$ cat src/hdl/clefia_gfn4_round_network_defines.svh
// Assertion macros used by the round network RTL.
`ifndef CLEFIA_GFN4_ROUND_NETWORK_DEFINES_SVH
`define CLEFIA_GFN4_ROUND_NETWORK_DEFINES_SVH

// Same-cycle implication, checked out of reset.
`define CGFN4_ASSERT_NOW(label, ante, cons, msg) \
  label: assert property (@(posedge clk) disable iff (!rst_n) (ante) |-> (cons)) \
    else $error(msg);

// Next-cycle implication, checked out of reset.
`define CGFN4_ASSERT_NEXT(label, ante, cons, msg) \
  label: assert property (@(posedge clk) disable iff (!rst_n) (ante) |=> (cons)) \
    else $error(msg);

`endif

$ cat src/hdl/cgfn4_pkg.sv
`timescale 1ns / 1ps
`default_nettype none

package cgfn4_pkg;

  // Default size of the round key store, in 32-bit words
  localparam int unsigned KEY_WORDS_DEF = 64;

  // Rounds less one after reset (128-bit key)
  localparam logic [4:0] RCM1_RESET = 5'd17;

  // Register index of round_count_minus_one
  localparam logic CFG_REG_ROUNDS = 1'b0;

  // Operation codes of an input transaction; code 3 is reserved
  typedef enum logic [1:0] {
    OP_KEY_WR  = 2'd0,
    OP_ENCRYPT = 2'd1,
    OP_DECRYPT = 2'd2
  } op_t;

  // Four 32-bit block words, element 0 is word 0
  typedef logic [3:0][31:0] blk_t;

  // Control of one pass through the round unit
  typedef struct packed {
    logic decrypt;   // rotate right instead of left
    logic last;      // final round, no rotation
  } rnd_ctl_t;

endpackage

`default_nettype wire

$ cat src/hdl/cgfn4_ram.sv
`timescale 1ns / 1ps
`default_nettype none

// Generic RAM: one write port, two read ports, registered read data
module cgfn4_ram #(
  parameter int unsigned WIDTH = 32,
  parameter int unsigned DEPTH = 64
) (
  input  logic                     clk,
  input  logic                     we,
  input  logic [$clog2(DEPTH)-1:0] waddr,
  input  logic [WIDTH-1:0]         wdata,
  input  logic [$clog2(DEPTH)-1:0] raddr_a,
  input  logic [$clog2(DEPTH)-1:0] raddr_b,
  output logic [WIDTH-1:0]         rdata_a,
  output logic [WIDTH-1:0]         rdata_b
);

  logic [WIDTH-1:0] mem [DEPTH];
  logic [WIDTH-1:0] rdata_a_r;
  logic [WIDTH-1:0] rdata_b_r;

  // write port
  always_ff @(posedge clk) begin
    if (we) begin
      mem[waddr] <= wdata;
    end
  end

  // read ports
  always_ff @(posedge clk) begin
    rdata_a_r <= mem[raddr_a];
    rdata_b_r <= mem[raddr_b];
  end

  assign rdata_a = rdata_a_r;
  assign rdata_b = rdata_b_r;

endmodule

`default_nettype wire

$ cat src/hdl/cgfn4_round.sv
`timescale 1ns / 1ps
`default_nettype none

// One GFN4 round: F0 on word 0, F1 on word 2, then the word rotation
module cgfn4_round (
  input  cgfn4_pkg::blk_t     blk_in,
  input  logic [31:0]         key0,
  input  logic [31:0]         key1,
  input  cgfn4_pkg::rnd_ctl_t ctl,
  output cgfn4_pkg::blk_t     blk_out
);

  import cgfn4_pkg::*;

  localparam logic [3:0] NIB_A [16] = '{4'he, 4'h6, 4'hc, 4'ha, 4'h8, 4'h7, 4'h2, 4'hf,
                                        4'hb, 4'h1, 4'h4, 4'h0, 4'h5, 4'h9, 4'hd, 4'h3};
  localparam logic [3:0] NIB_B [16] = '{4'h6, 4'h4, 4'h0, 4'hd, 4'h2, 4'hb, 4'ha, 4'h3,
                                        4'h9, 4'hc, 4'he, 4'hf, 4'h8, 4'h7, 4'h5, 4'h1};
  localparam logic [3:0] NIB_C [16] = '{4'hb, 4'h8, 4'h5, 4'he, 4'ha, 4'h6, 4'h4, 4'hc,
                                        4'hf, 4'h7, 4'h2, 4'h3, 4'h1, 4'h0, 4'hd, 4'h9};
  localparam logic [3:0] NIB_D [16] = '{4'ha, 4'h2, 4'h6, 4'hd, 4'h3, 4'h4, 4'h5, 4'he,
                                        4'h0, 4'h7, 4'h8, 4'h9, 4'hb, 4'hf, 4'hc, 4'h1};

  localparam logic [7:0] SBOX1 [256] = '{
    8'h6c,8'hda,8'hc3,8'he9,8'h4e,8'h9d,8'h0a,8'h3d,8'hb8,8'h36,8'hb4,8'h38,8'h13,8'h34,8'h0c,8'hd9,
    8'hbf,8'h74,8'h94,8'h8f,8'hb7,8'h9c,8'he5,8'hdc,8'h9e,8'h07,8'h49,8'h4f,8'h98,8'h2c,8'hb0,8'h93,
    8'h12,8'heb,8'hcd,8'hb3,8'h92,8'he7,8'h41,8'h60,8'he3,8'h21,8'h27,8'h3b,8'he6,8'h19,8'hd2,8'h0e,
    8'h91,8'h11,8'hc7,8'h3f,8'h2a,8'h8e,8'ha1,8'hbc,8'h2b,8'hc8,8'hc5,8'h0f,8'h5b,8'hf3,8'h87,8'h8b,
    8'hfb,8'hf5,8'hde,8'h20,8'hc6,8'ha7,8'h84,8'hce,8'hd8,8'h65,8'h51,8'hc9,8'ha4,8'hef,8'h43,8'h53,
    8'h25,8'h5d,8'h9b,8'h31,8'he8,8'h3e,8'h0d,8'hd7,8'h80,8'hff,8'h69,8'h8a,8'hba,8'h0b,8'h73,8'h5c,
    8'h6e,8'h54,8'h15,8'h62,8'hf6,8'h35,8'h30,8'h52,8'ha3,8'h16,8'hd3,8'h28,8'h32,8'hfa,8'haa,8'h5e,
    8'hcf,8'hea,8'hed,8'h78,8'h33,8'h58,8'h09,8'h7b,8'h63,8'hc0,8'hc1,8'h46,8'h1e,8'hdf,8'ha9,8'h99,
    8'h55,8'h04,8'hc4,8'h86,8'h39,8'h77,8'h82,8'hec,8'h40,8'h18,8'h90,8'h97,8'h59,8'hdd,8'h83,8'h1f,
    8'h9a,8'h37,8'h06,8'h24,8'h64,8'h7c,8'ha5,8'h56,8'h48,8'h08,8'h85,8'hd0,8'h61,8'h26,8'hca,8'h6f,
    8'h7e,8'h6a,8'hb6,8'h71,8'ha0,8'h70,8'h05,8'hd1,8'h45,8'h8c,8'h23,8'h1c,8'hf0,8'hee,8'h89,8'had,
    8'h7a,8'h4b,8'hc2,8'h2f,8'hdb,8'h5a,8'h4d,8'h76,8'h67,8'h17,8'h2d,8'hf4,8'hcb,8'hb1,8'h4a,8'ha8,
    8'hb5,8'h22,8'h47,8'h3a,8'hd5,8'h10,8'h4c,8'h72,8'hcc,8'h00,8'hf9,8'he0,8'hfd,8'he2,8'hfe,8'hae,
    8'hf8,8'h5f,8'hab,8'hf1,8'h1b,8'h42,8'h81,8'hd6,8'hbe,8'h44,8'h29,8'ha6,8'h57,8'hb9,8'haf,8'hf2,
    8'hd4,8'h75,8'h66,8'hbb,8'h68,8'h9f,8'h50,8'h02,8'h01,8'h3c,8'h7f,8'h8d,8'h1a,8'h88,8'hbd,8'hac,
    8'hf7,8'he4,8'h79,8'h96,8'ha2,8'hfc,8'h6d,8'hb2,8'h6b,8'h03,8'he1,8'h2e,8'h7d,8'h14,8'h95,8'h1d
  };

  // doubling in GF(2^4), z^4+z+1
  function automatic logic [3:0] nib_dbl(input logic [3:0] v);
    nib_dbl = {v[2:0], 1'b0} ^ (v[3] ? 4'h3 : 4'h0);
  endfunction

  // S0 built from the four nibble boxes
  function automatic logic [7:0] sbox0(input logic [7:0] x);
    logic [3:0] t0;
    logic [3:0] t1;
    logic [3:0] u0;
    logic [3:0] u1;
    t0 = NIB_A[x[7:4]];
    t1 = NIB_B[x[3:0]];
    u0 = t0 ^ nib_dbl(t1);
    u1 = nib_dbl(t0) ^ t1;
    sbox0 = {NIB_C[u0], NIB_D[u1]};
  endfunction

  // doubling in GF(2^8), 0x11d
  function automatic logic [7:0] dbl(input logic [7:0] v);
    logic [7:0] t;
    t = (v & 8'h80) != 8'h00 ? (v ^ 8'h0e) : v;
    dbl = {t[6:0], t[7]};
  endfunction

  function automatic logic [31:0] func0(input logic [31:0] v);
    logic [7:0] a, b, c, d, a2, b2, c2, d2, a4, b4, c4, d4;
    a  = sbox0(v[7:0]);
    b  = SBOX1[v[15:8]];
    c  = sbox0(v[23:16]);
    d  = SBOX1[v[31:24]];
    a2 = dbl(a);  b2 = dbl(b);  c2 = dbl(c);  d2 = dbl(d);
    a4 = dbl(a2); b4 = dbl(b2); c4 = dbl(c2); d4 = dbl(d2);
    func0 = {a4 ^ a2 ^ b4 ^ c2 ^ d,
             a4 ^ b4 ^ b2 ^ c ^ d2,
             a2 ^ b ^ c4 ^ c2 ^ d4,
             a ^ b2 ^ c4 ^ d4 ^ d2};
  endfunction

  function automatic logic [31:0] func1(input logic [31:0] v);
    logic [7:0] a, b, c, d, a2, b2, c2, d2, a8, b8, c8, d8;
    a  = SBOX1[v[7:0]];
    b  = sbox0(v[15:8]);
    c  = SBOX1[v[23:16]];
    d  = sbox0(v[31:24]);
    a2 = dbl(a); b2 = dbl(b); c2 = dbl(c); d2 = dbl(d);
    a8 = dbl(dbl(a2)); b8 = dbl(dbl(b2)); c8 = dbl(dbl(c2)); d8 = dbl(dbl(d2));
    func1 = {a8 ^ a2 ^ b2 ^ c8 ^ d,
             a2 ^ b8 ^ b2 ^ c ^ d8,
             a8 ^ b ^ c8 ^ c2 ^ d2,
             a ^ b8 ^ c2 ^ d8 ^ d2};
  endfunction

  logic [31:0] w1_mix;
  logic [31:0] w3_mix;

  // Feistel mixing of the odd words
  assign w1_mix = blk_in[1] ^ func0(blk_in[0] ^ key0);
  assign w3_mix = blk_in[3] ^ func1(blk_in[2] ^ key1);

  // word rotation, none after the final round
  always_comb begin
    if (ctl.last) begin
      blk_out = {w3_mix, blk_in[2], w1_mix, blk_in[0]};
    end else if (ctl.decrypt) begin
      blk_out = {blk_in[2], w1_mix, blk_in[0], w3_mix};
    end else begin
      blk_out = {blk_in[0], w3_mix, blk_in[2], w1_mix};
    end
  end

endmodule

`default_nettype wire

$ cat src/hdl/clefia_gfn4_round_network.sv
`timescale 1ns / 1ps
`default_nettype none

// Channel  Direction  Handshake            Payload
// in       input      in_valid / in_stall  operation, key index/word, four block words
// out      output     out_valid/out_stall  four result block words
// cfg      input      APB psel/penable     round_count_minus_one at byte address 0
//
// A key write gives no result.
// An encrypt or decrypt runs R = round_count_minus_one + 1 rounds: one
// round per cycle through the single round unit, paced by the key store read.
// The finished block sits in an output register; the next transaction may be
// taken while it waits. Synchronous active-low reset; rounds reset to 18.
// The key store is not cleared by reset.

`include "clefia_gfn4_round_network_defines.svh"

module clefia_gfn4_round_network #(
  parameter int unsigned KEY_WORDS = cgfn4_pkg::KEY_WORDS_DEF
) (
  input  logic        clk,
  input  logic        rst_n,
  // input channel
  input  logic        in_valid,
  output logic        in_stall,
  input  logic [1:0]  in_operation,
  input  logic [5:0]  in_key_index,
  input  logic [31:0] in_key_word,
  input  logic [31:0] in_word0,
  input  logic [31:0] in_word1,
  input  logic [31:0] in_word2,
  input  logic [31:0] in_word3,
  // result channel
  output logic        out_valid,
  input  logic        out_stall,
  output logic [31:0] out_word0,
  output logic [31:0] out_word1,
  output logic [31:0] out_word2,
  output logic [31:0] out_word3,
  // configuration port
  input  logic        psel,
  input  logic        penable,
  input  logic        pwrite,
  input  logic [2:0]  paddr,
  input  logic [31:0] pwdata,
  output logic [31:0] prdata,
  output logic        pready
);

  import cgfn4_pkg::*;

  localparam int unsigned AW = $clog2(KEY_WORDS);

  typedef enum logic [2:0] {
    ST_IDLE  = 3'b001,
    ST_RUN   = 3'b010,
    ST_FLUSH = 3'b100
  } state_t;

  state_t      state_r, state_nxt;
  logic [4:0]  rcm1_r;
  logic [4:0]  rnd_r, rnd_nxt;
  logic [4:0]  pair_r, pair_nxt;
  logic        dec_r, dec_nxt;
  blk_t        blk_r, blk_nxt;
  blk_t        blk_rnd;
  blk_t        out_blk_r;
  logic        out_valid_r;
  logic        in_acc;
  logic        acc_blk;
  logic        out_load;
  logic [4:0]  rd_pair;
  logic [4:0]  start_pair;
  logic        key_we;
  logic [31:0] key0, key1;
  rnd_ctl_t    rnd_ctl;
  logic [AW-1:0] key_mod [64];

  // word position modulo the store size, worked out at elaboration
  for (genvar g = 0; g < 64; g++) begin : g_mod
    localparam int unsigned MV = g % KEY_WORDS;
    assign key_mod[g] = AW'(MV);
  end

  // handshakes
  assign in_stall = (state_r != ST_IDLE);
  assign in_acc   = in_valid && !in_stall;
  assign acc_blk  = in_acc && (op_t'(in_operation) == OP_ENCRYPT ||
                               op_t'(in_operation) == OP_DECRYPT);
  assign key_we   = in_acc && op_t'(in_operation) == OP_KEY_WR &&
                    ({1'b0, in_key_index} < 7'(KEY_WORDS));

  // configuration register
  assign pready = 1'b1;
  always_ff @(posedge clk) begin
    if (!rst_n) begin
      rcm1_r <= RCM1_RESET;
    end else if (psel && penable && pwrite && paddr[2] == CFG_REG_ROUNDS) begin
      rcm1_r <= pwdata[4:0];
    end
  end
  assign prdata = (paddr[2] == CFG_REG_ROUNDS) ? {27'd0, rcm1_r} : 32'd0;

  // key pair to fetch: first pair on accept, next pair while running
  assign start_pair = (op_t'(in_operation) == OP_DECRYPT) ? rcm1_r : 5'd0;
  assign rd_pair    = (state_r == ST_IDLE) ? start_pair
                    : (dec_r ? pair_r - 5'd1 : pair_r + 5'd1);

  cgfn4_ram #(
    .WIDTH (32),
    .DEPTH (KEY_WORDS)
  ) u_key_ram (
    .clk     (clk),
    .we      (key_we),
    .waddr   (in_key_index[AW-1:0]),
    .wdata   (in_key_word),
    .raddr_a (key_mod[{rd_pair, 1'b0}]),
    .raddr_b (key_mod[{rd_pair, 1'b1}]),
    .rdata_a (key0),
    .rdata_b (key1)
  );

  // shared round unit
  assign rnd_ctl.decrypt = dec_r;
  assign rnd_ctl.last    = (rnd_r == rcm1_r);

  cgfn4_round u_round (
    .blk_in  (blk_r),
    .key0    (key0),
    .key1    (key1),
    .ctl     (rnd_ctl),
    .blk_out (blk_rnd)
  );

  // output register is free when empty or being emptied
  assign out_load = (state_r == ST_FLUSH) && (!out_valid_r || !out_stall);

  // sequencer
  always_comb begin
    state_nxt = state_r;
    rnd_nxt   = rnd_r;
    pair_nxt  = pair_r;
    dec_nxt   = dec_r;
    blk_nxt   = blk_r;
    unique case (state_r)
      ST_IDLE: begin
        if (acc_blk) begin
          state_nxt = ST_RUN;
          rnd_nxt   = 5'd0;
          pair_nxt  = start_pair;
          dec_nxt   = (op_t'(in_operation) == OP_DECRYPT);
          blk_nxt   = {in_word3, in_word2, in_word1, in_word0};
        end
      end
      ST_RUN: begin
        blk_nxt  = blk_rnd;
        rnd_nxt  = rnd_r + 5'd1;
        pair_nxt = rd_pair;
        if (rnd_ctl.last) begin
          state_nxt = ST_FLUSH;
        end
      end
      ST_FLUSH: begin
        if (out_load) begin
          state_nxt = ST_IDLE;
        end
      end
      default: begin
        state_nxt = ST_IDLE;
      end
    endcase
  end

  always_ff @(posedge clk) begin
    if (!rst_n) begin
      state_r <= ST_IDLE;
      rnd_r   <= 5'd0;
      pair_r  <= 5'd0;
      dec_r   <= 1'b0;
    end else begin
      state_r <= state_nxt;
      rnd_r   <= rnd_nxt;
      pair_r  <= pair_nxt;
      dec_r   <= dec_nxt;
    end
  end

  always_ff @(posedge clk) begin
    blk_r <= blk_nxt;
  end

  // output register
  always_ff @(posedge clk) begin
    if (!rst_n) begin
      out_valid_r <= 1'b0;
    end else if (out_load) begin
      out_valid_r <= 1'b1;
    end else if (!out_stall) begin
      out_valid_r <= 1'b0;
    end
  end

  always_ff @(posedge clk) begin
    if (out_load) begin
      out_blk_r <= blk_r;
    end
  end

  assign out_valid = out_valid_r;
  assign out_word0 = out_blk_r[0];
  assign out_word1 = out_blk_r[1];
  assign out_word2 = out_blk_r[2];
  assign out_word3 = out_blk_r[3];

  // checks
  `CGFN4_ASSERT_NOW(a_rnd_range, state_r == ST_RUN, rnd_r <= rcm1_r, "round count overran")
  `CGFN4_ASSERT_NOW(a_enc_pair, state_r == ST_RUN && !dec_r, pair_r == rnd_r, "encrypt pair off")
  `CGFN4_ASSERT_NOW(a_dec_pair, state_r == ST_RUN && dec_r, pair_r == rcm1_r - rnd_r, "decrypt pair off")
  `CGFN4_ASSERT_NOW(a_out_src, $rose(out_valid_r), $past(state_r) == ST_FLUSH, "result without block")
  `CGFN4_ASSERT_NEXT(a_start, acc_blk, state_r == ST_RUN && rnd_r == 5'd0, "block did not start")

endmodule

`default_nettype wire

$ cat config.mk
export PLATFORM = sky130hd
export DESIGN_NAME = clefia_gfn4_round_network
export DESIGN_NICKNAME = d
export VERILOG_FILES = /design/src/hdl/cgfn4_pkg.sv /design/src/hdl/cgfn4_ram.sv /design/src/hdl/cgfn4_round.sv /design/src/hdl/clefia_gfn4_round_network.sv
export VERILOG_INCLUDE_DIRS = /design/src /design/src/hdl
export SDC_FILE = /design/constraint.sdc
export NUM_CORES = 2
export LEC_CHECK = 0
export BUFFER_PORTS_ARGS = -buffer_cell sky130_fd_sc_hd__buf_2
export CAP_MARGIN = 25
export CORE_ASPECT_RATIO = 1.75
export CORE_MARGIN = 2
export CORE_UTILIZATION = 27
export DETAILED_ROUTE_END_ITERATION = 16
export GPL_TIMING_DRIVEN = 0
export SETUP_SLACK_MARGIN = 0.5
export SYNTH_ARGS = -nofsm -noshare
export SYNTH_HDL_FRONTEND = slang
export SYNTH_SLANG_ARGS = --single-unit
$ cat constraint.sdc
create_clock -name clk -period 8.9 [get_ports clk]
set_input_delay 0.445 -clock clk [delete_from_list [all_inputs] [get_ports clk]]
set_output_delay 0.445 -clock clk [all_outputs]
set_load 0.005 [all_outputs]
### Word-level counts from Yosys, hierarchy flattened

Memories as Yosys holds them, arrays and structs flattened. A register that Yosys moved wholly into a read port is not among the register bits.
Index checks and enable logic that the tools add are counted.

| word-level totals | value |
|---|---|
| flip-flop bits (word level) | 276 |
| bits in writable memories | 2048 |
| memory bits (read-only) | 9984 |
| input port bits | 210 |
| output and inout bits | 163 |
| logic and storage cells | 279 |
| memories | 23 |

Memory list:

| memory | depth | bits a word | read ports | clocked after memory_dff | wr ports | line | text |
|---|---|---|---|---|---|---|---|
| (no name shown) | 256 | 8 | 1 | 0 | 0 | cgfn4_round.sv:73 | `d = SBOX1[v[31:24]];` |
| (no name shown) | 256 | 8 | 1 | 0 | 0 | cgfn4_round.sv:84 | `a = SBOX1[v[7:0]];` |
| (no name shown) | 256 | 8 | 1 | 0 | 0 | cgfn4_round.sv:86 | `c = SBOX1[v[23:16]];` |
| (no name shown) | 256 | 8 | 1 | 0 | 0 | cgfn4_round.sv:71 | `b = SBOX1[v[15:8]];` |
| u_key_ram.mem | 64 | 32 | 2 | 2 | 1 | cgfn4_ram.sv:19 | `logic [WIDTH-1:0] mem [DEPTH];` |
| (no name shown) | 64 | 6 | 1 | 0 | 0 | clefia_gfn4_round_network.sv:118 | `.raddr_b (key_mod[{rd_pair, 1'b1}]),` |
| +17 memories | -- | -- | -- | -- | -- | -- |  |

| cells by class | value |
|---|---|
| $add $sub $neg | 3 |
| order comparisons | 22 |
| equal/unequal tests | 12 |
| muxes and demuxes | 92 |
| bitwise operators | 95 |
| reduce and logical (&&, ||, !) cells | 18 |

Operator list:

| operator | number |
|---|---|
| 2-to-1 mux 128 bit | 3 |
| one-hot mux 128 bit (2 select lines) | 1 |
| bitwise XOR 8 bit | 32 |
| 2-to-1 mux 8 bit | 28 |
| 2-to-1 mux 4 bit | 32 |
| bitwise XOR 32 bit | 4 |
| greater-or-equal comparator 5 bit (second input constant) | 16 |
| NOT 4 -> 5 bit | 16 |
| bitwise XOR 4 bit | 16 |
| NOT 3 bit | 20 |
| greater-or-equal comparator 9 bit (second input constant) | 4 |
| NOT 8 -> 9 bit | 4 |
| 2-to-1 mux 5 bit | 6 |
| 2-to-1 mux 6 bit | 4 |
| one-hot mux 5 bit (2 select lines) | 2 |
| 2-to-1 mux 2 bit | 8 |
| greater-or-equal comparator 7 bit (second input constant) | 2 |
| NOT 6 -> 7 bit | 2 |
| adder 5 x 1 -> 5 bit (second input constant) | 2 |
| 2-to-1 mux 3 bit | 3 |
| one-hot mux 3 bit (3 select lines) | 1 |
| != test 2 bit (second input constant) | 4 |
| logical AND 1 bit | 7 |
| AND reduction 3 bit | 2 |
| other kinds (16) | 23 |

### Depth between registers and ports, before layout

| depth | value |
|---|---|
| depth after elaboration | 26 |
| depth in mapped cells | 20 |
| mapped depth without buffers | 19 |

### Hierarchy

From an unflattened synthesis, not the netlist that was laid out.

| second synthesis, totals | value |
|---|---|
| cells, all modules | 8614 |
| area total of the unflattened synthesis | 128822.3 µm² |

Modules (own cells, without submodules):

| module | instances | cells each | area each (µm²) | seq. area each (µm²) |
|---|---|---|---|---|
| cgfn4_ram | 1 | 4412 | 95660.5 | 62780.2 |
| cgfn4_round | 1 | 3362 | 22485.3 | 0.0 |
| clefia_gfn4_round_network | 1 | 840 | 10676.5 | 8087.8 |

### Worst setup path before layout

Ideal clock, no wire load.

| timing path | value |
|---|---|
| kind | register to register |
| from | register state_r[1] |
| to | register out_blk_r (netlist bit out_word0[0]) (enable) |
| setup time | 0.658 ns |
| arrival time | 6.666 ns |
| data required time | 8.242 ns |
| slack | 1.576 ns |
| cell stages (with the launch flop) | 4 |
| buffers on the path | 0 |
| period minus slack after synthesis | 7.324 ns |
| cell sequence | dfxtp_1 > nor2_1 > nand2_1 > a21oi_1 |

| on the way | value |
|---|---|
| word-level cells in the longest chain between the ends | 2 |

RTL lines:

| element | line | text |
|---|---|---|
| start: declaration | clefia_gfn4_round_network.sv:60 | `state_t state_r, state_nxt;` |
| start signal: assignment | clefia_gfn4_round_network.sv:181 | `state_r <= state_nxt;` |
| equality test 3 bit | clefia_gfn4_round_network.sv:136 | `assign out_load = (state_r == ST_FLUSH) && (!out_valid_r \|\| !out_stall);` |
| logical AND 1 bit | clefia_gfn4_round_network.sv:136 |  |
| net out_load | clefia_gfn4_round_network.sv:71 | `logic out_load;` |
| end signal: assignment | clefia_gfn4_round_network.sv:205 | `out_blk_r <= blk_r;` |
| end: declaration | clefia_gfn4_round_network.sv:67 | `blk_t out_blk_r;` |

The timed path passes the listed nets, and every way through them passes these cells.
A chain may end at the register's enable or synchronous reset.

==> results by stage <==
Floorplan:
- The total core area is 422,000 sq um.
- The count of pins on the block boundary is 373.
- From left edge to right edge, the die measures 496 um.
- For this configuration, the core starts out at a cell density of 0.271.
- Row generation in the floorplan step produced 316 rows.
- The die covers 429,000 sq um.
- The vertical die dimension is 865 um.

Clock network:
- The count of buffers added by post-CTS timing repair for setup is 0.
- The insertion delay to the later sink of the worst-skew pair is 0.97 ns.
- The number of H-tree levels is 4.
- No sink is reached through more buffers than the 4 on the longest clock path.
- The cell sitting at the root of the clock tree is a sky130_fd_sc_hd__clkbuf_16.
- The TritonCTS sink count is 2,388.
- The clock tree from TritonCTS is done.
- The clock transition at the registers of the reported paths is 0.07 ns.
- The TritonCTS buffer count is 229.

Timing:
- In the finished design, the share of the clock period the worst path needs comes to 0.956.
- Based on the critical path, the design can be clocked at up to 118 MHz.
- Setup repair after global routing left no endpoint under its margin.
- The time the final worst path needs with I/O delays and setup is 8.50 ns.
- The number of setup violations in the final report is 0.
- The total count of hold-check failures in the final report was 0.
- Headroom to the max-slew limit came out at 0.199.
- The sum of negative setup slack is 0 ns.
- The transition time at the pin with the least slew margin is 1.20 ns.
- The number of pins with negative max-slew slack in the final report is 0.
- Final hold analysis gives a worst-case slack of 0.00660 ns.
- On the final layout, the worst clock skew is 0.0766 ns.

Setup path:
- The sort of element at the start of the critical path is a flop.
- For the worst setup path, the data required time is 9.45 ns.
- The category of the critical setup timing path is reg -> reg.
- The worst register-to-register path ends at blk_r[104].
- The startpoint identified for the worst register-to-register timing path is blk_r[80].
- The path depth of the worst reg2reg path is 19.
- The maximum fanout along the worst path is 13.
- Data arrives at the worst endpoint at 9.05 ns.
- In this run the register-to-register setup slack is 0.40 ns.
- The worst setup path is captured at a flop.

Logic synthesis:
- The count of synthesis-stage warnings from yosys is 0.
- Of the total synthesized cell area, the portion taken by XOR and XNOR cells is 0.0415.
- In the synthesized netlist, the number of instances is 10,000.
- Of the total synthesized cell area, the portion taken by AND, OR, NAND and NOR gates is 0.146.
- The combinational family with the most area after synthesis is simple AND/OR/NAND/NOR gates.
- The count of flip-flops with a built-in enable after synthesis is 2,304.
- Of the total synthesized cell area, the portion taken by full adders, half adders and majority gates is 0.0140.
- A synthesized cell averages 11.4 sq um.
- The post-synthesis register bit count is 2,388.
- The share of the synthesized area in compound gates (AO/OA/AOI/OAI) is 0.127.
- In the synthesized netlist the async set-or-reset flop fraction comes to 0.
- The cell area after synthesis is 114,000 sq um.
- Of the post-synthesis cell area, the part taken by muxes is 0.0197.
- The most used flip-flop cell after synthesis is sky130_fd_sc_hd__edfxtp_1.
- The fraction of the yosys area taken by sequential cells is 0.620.
- Yosys mapped the design onto 113 distinct sky130hd cell types.

Drt:
- The via density per instance is 5.41.
- For this run, design rule violations remaining after detail routing come to 0.
- The total number of vias is 90,200.
- The first-iteration detailed-routing DRC count is 8,997.
- The number of nets with antenna violations after detailed routing is 0.
- For this block, the routed nets add up to 528,000 um of wire.
- The number of detailed-routing iterations run before antenna repair is 8.
- The average wire per cell in the routed design is 31.7 um.

GRT:
- The via count of the first global-routing pass came to 90,000.
- For this run, the total global-route usage over all layers was measured as 0.237.
- The first global-routing pass estimated 714,000 um of wire.
- Entering global routing, the biggest net connects 65 pins.
- Global routing finished with a remaining overflow of 0.
- The number of antenna violations at the first check in global routing is 45.

Power:
- For this design the static power due to leakage is 46.0 nW.
- The maximum ir drop on the vdd rail is 1700 uV.
- The total power of the final layout is 59.1 mW.
- Dividing total power by cell area gives a power density of 436 nW/um^2.

Hold path:
- The hold path depth is 1.
- The min-delay analysis places its worst path in the category in -> reg.
- In this run the most critical hold path is launched from in_key_word[1].
- The worst hold path terminates at u_key_ram.mem[20][1].

Finish:
- The number of nets in the final layout is 11,200.
- With fillers left out, the area of the finished cells amounts to 136,000 sq um.
- The sequential cell area is 70,900 sq um.
- Of the cells placed in the final design, the portion with a size suffix greater than 1 is 0.109.
- Summing all multi-input logic gate instances after layout gives 40,400 sq um.
- Counting the fill cells in the layout gives 42,300.
- Leaving out filler cells and counting taps, the final layout contains 16,700.
- The area growth from synthesis to layout is 18.5%.

Placed design:
- The placer's final routability congestion estimate is 1.02.
- The placed instance count is 16,100.
- The estimated wirelength of the detail-placed design is 406,000 um.
- After detailed placement, the total cell area comes to 127,000 sq um.
- The count of buffers inserted at the top-level ports is 309.

Job:
- Across the run, the number of max-cap violations was 0.

Run status:
- The flow ran to the end, and the final reports show no timing, DRC or antenna violations.
==> final cells by class <==
cell class,count,share of cell area
clock inverters,148,0.0108
plain buffers,818,0.0249
diodes,21,0.000388
repair buffers,624,0.0449
inverters,100,0.00279
flip-flops and latches,2388,0.523
well taps,5565,0.0514
clock buffers,263,0.0435
multi-input cells,6731,0.298
==> power by group <==
part	switching, mW	internal, mW	leakage [nW]	total, mW
combinational	24.8	11.7	20.9	36.5
clock	4.48	5.38	3.57	9.87
sequential	0.260	12.5	21.4	12.7
==> sequential cells by signal (all words and copies together), names as in the netlist <==
name	count
blk_r	128
out_word2	32
u_key_ram.mem	2048
out_word1	32
state_r	3
rcm1_r	5
u_key_ram.rdata_b	32
out_word3	32
out_valid	1
u_key_ram.rdata_a	32
out_word0	32
dec_r	1
pair_r	5
rnd_r	5
==> synthesized netlist by cell type (24+ instances only) <==
master                      instances  area (sq um)
sky130_fd_sc_hd__o31ai_1           26           195
sky130_fd_sc_hd__a311oi_1         428          3750
sky130_fd_sc_hd__mux4_2            33           743
sky130_fd_sc_hd__buf_2            117           586
sky130_fd_sc_hd__nor3_1           119           596
sky130_fd_sc_hd__mux2i_1          113          1130
sky130_fd_sc_hd__edfxtp_1        2304         69200
sky130_fd_sc_hd__buf_4             31           233
sky130_fd_sc_hd__xnor3_1           27           608
sky130_fd_sc_hd__xnor2_1          256          2240
sky130_fd_sc_hd__o2111ai_1         26           228
sky130_fd_sc_hd__dfxtp_1           84          1680
sky130_fd_sc_hd__and3_1           268          1680
sky130_fd_sc_hd__o21ai_0          289          1450
sky130_fd_sc_hd__o22ai_1           52           325
sky130_fd_sc_hd__clkbuf_1         595          2230
sky130_fd_sc_hd__inv_1             93           349
sky130_fd_sc_hd__a211oi_1         135          1010
sky130_fd_sc_hd__a31oi_1          186          1160
sky130_fd_sc_hd__a21o_1            87           653
sky130_fd_sc_hd__mux2_2            24           270
sky130_fd_sc_hd__a22o_1            27           236
sky130_fd_sc_hd__ha_1             126          1580
sky130_fd_sc_hd__a21oi_1          355          1780
sky130_fd_sc_hd__o311ai_0          40           350
sky130_fd_sc_hd__nand2_1         2439          9160
sky130_fd_sc_hd__a221oi_1          42           368
sky130_fd_sc_hd__o221ai_1          34           298
sky130_fd_sc_hd__nand3_1          601          3010
sky130_fd_sc_hd__a22oi_1           24           180
sky130_fd_sc_hd__o211ai_1          67           503
sky130_fd_sc_hd__xor2_1           126          1100
sky130_fd_sc_hd__buf_1             72           270
sky130_fd_sc_hd__nor2_1           358          1340
==> worst max-delay path, cell delays in order, from the launching register on <==
cell                        delay (ns)
sky130_fd_sc_hd__edfxtp_1         0.82
sky130_fd_sc_hd__xnor2_1          0.35
sky130_fd_sc_hd__inv_1            0.38
sky130_fd_sc_hd__clkbuf_1         0.54
sky130_fd_sc_hd__clkbuf_1         0.92
sky130_fd_sc_hd__ha_1             0.32
sky130_fd_sc_hd__clkbuf_1         0.63
sky130_fd_sc_hd__mux2i_1          0.20
sky130_fd_sc_hd__a221oi_1         0.39
sky130_fd_sc_hd__nor3_1           0.08
sky130_fd_sc_hd__nor3_1           0.54
sky130_fd_sc_hd__a2bb2oi_1        0.24
sky130_fd_sc_hd__o211a_1          0.35
sky130_fd_sc_hd__buf_2            0.34
sky130_fd_sc_hd__xnor3_1          0.53
sky130_fd_sc_hd__xnor2_1          0.20
sky130_fd_sc_hd__buf_4            0.20
sky130_fd_sc_hd__nor2_1           0.10
sky130_fd_sc_hd__a21oi_1          0.05
sky130_fd_sc_hd__o21ai_0          0.89
==> logic make-up after synthesis <==
kind of cell    count (synthesis)
compound gates               2031
xor+xnor                      453
fa+ha+maj                     128
buf+inv                       918
flops                        2388
mux                           175
other cells                     2
simple gates                 3916
==> timing repair <==
item | 4_1_cts | 5_1_grt
hold buffers | 129 | 3
hold endpoints to repair | 324 | 31
resized for setup | 0 | 4
endpoints found under the setup margin | 0 | 2
==> worst max path at each step <==
stage,startpoint,endpoint,slack (ns),cells after the start
final,blk_r[80],blk_r[104],0.40,19
after global placement,out_stall,out_word0[18],-1.87,2
after CTS,blk_r[25],blk_r[58],0.68,18
after global routing,blk_r[25],blk_r[36],0.51,19
after detailed placement,blk_r[25],blk_r[58],0.70,18
after floorplan,state_r[1],out_word0[0],1.58,3
==> cell usage in the layout, fill, tap and decap left out, types with 33 or more instances in the layout <==
cell type,instances
sky130_fd_sc_hd__clkinv_1,48
sky130_fd_sc_hd__buf_12,77
sky130_fd_sc_hd__o221ai_1,34
sky130_fd_sc_hd__buf_1,71
sky130_fd_sc_hd__buf_2,415
sky130_fd_sc_hd__a21oi_1,354
sky130_fd_sc_hd__buf_8,34
sky130_fd_sc_hd__a31oi_1,186
sky130_fd_sc_hd__and3_1,268
sky130_fd_sc_hd__inv_1,92
sky130_fd_sc_hd__o21ai_0,287
sky130_fd_sc_hd__a311oi_1,428
sky130_fd_sc_hd__o311ai_0,40
sky130_fd_sc_hd__a221oi_1,42
sky130_fd_sc_hd__dfxtp_1,84
sky130_fd_sc_hd__buf_4,73
sky130_fd_sc_hd__xnor2_1,252
sky130_fd_sc_hd__nand2_1,2439
sky130_fd_sc_hd__o211ai_1,67
sky130_fd_sc_hd__dlygate4sd3_1,132
sky130_fd_sc_hd__edfxtp_1,2304
sky130_fd_sc_hd__mux2i_1,113
sky130_fd_sc_hd__mux4_2,33
sky130_fd_sc_hd__clkbuf_16,230
sky130_fd_sc_hd__xor2_1,126
sky130_fd_sc_hd__o22ai_1,52
sky130_fd_sc_hd__clkinv_2,39
sky130_fd_sc_hd__a21o_1,87
sky130_fd_sc_hd__nor2_4,65
sky130_fd_sc_hd__nor3_1,117
sky130_fd_sc_hd__nand3_1,601
sky130_fd_sc_hd__ha_1,126
sky130_fd_sc_hd__clkbuf_1,609
sky130_fd_sc_hd__a211oi_1,134
sky130_fd_sc_hd__nor2_1,292
==> stage by stage <==
stage | utilization | setup WS, ns
after floorplan | - | 1.58
after global placement | 0.291 | -1.87
after detailed placement | 0.300 | 0.704
after CTS | 0.320 | 0.675
after global routing | 0.321 | 0.515
final | 0.321 | 0.396
==> metal layers <==
| metal | track usage | wire (um) | vias to the layer above |
|---|---|---|---|
| li1 | - | - | 39100 |
| met5 | 0.000112 | 266 | - |
| met2 | 0.441 | 276000 | 4816 |
| met3 | 0.0399 | 31800 | 1973 |
| met1 | 0.217 | 162000 | 44300 |
| met4 | 0.217 | 57800 | 42 |
No activity file was read; power rests on OpenSTA's default activity.
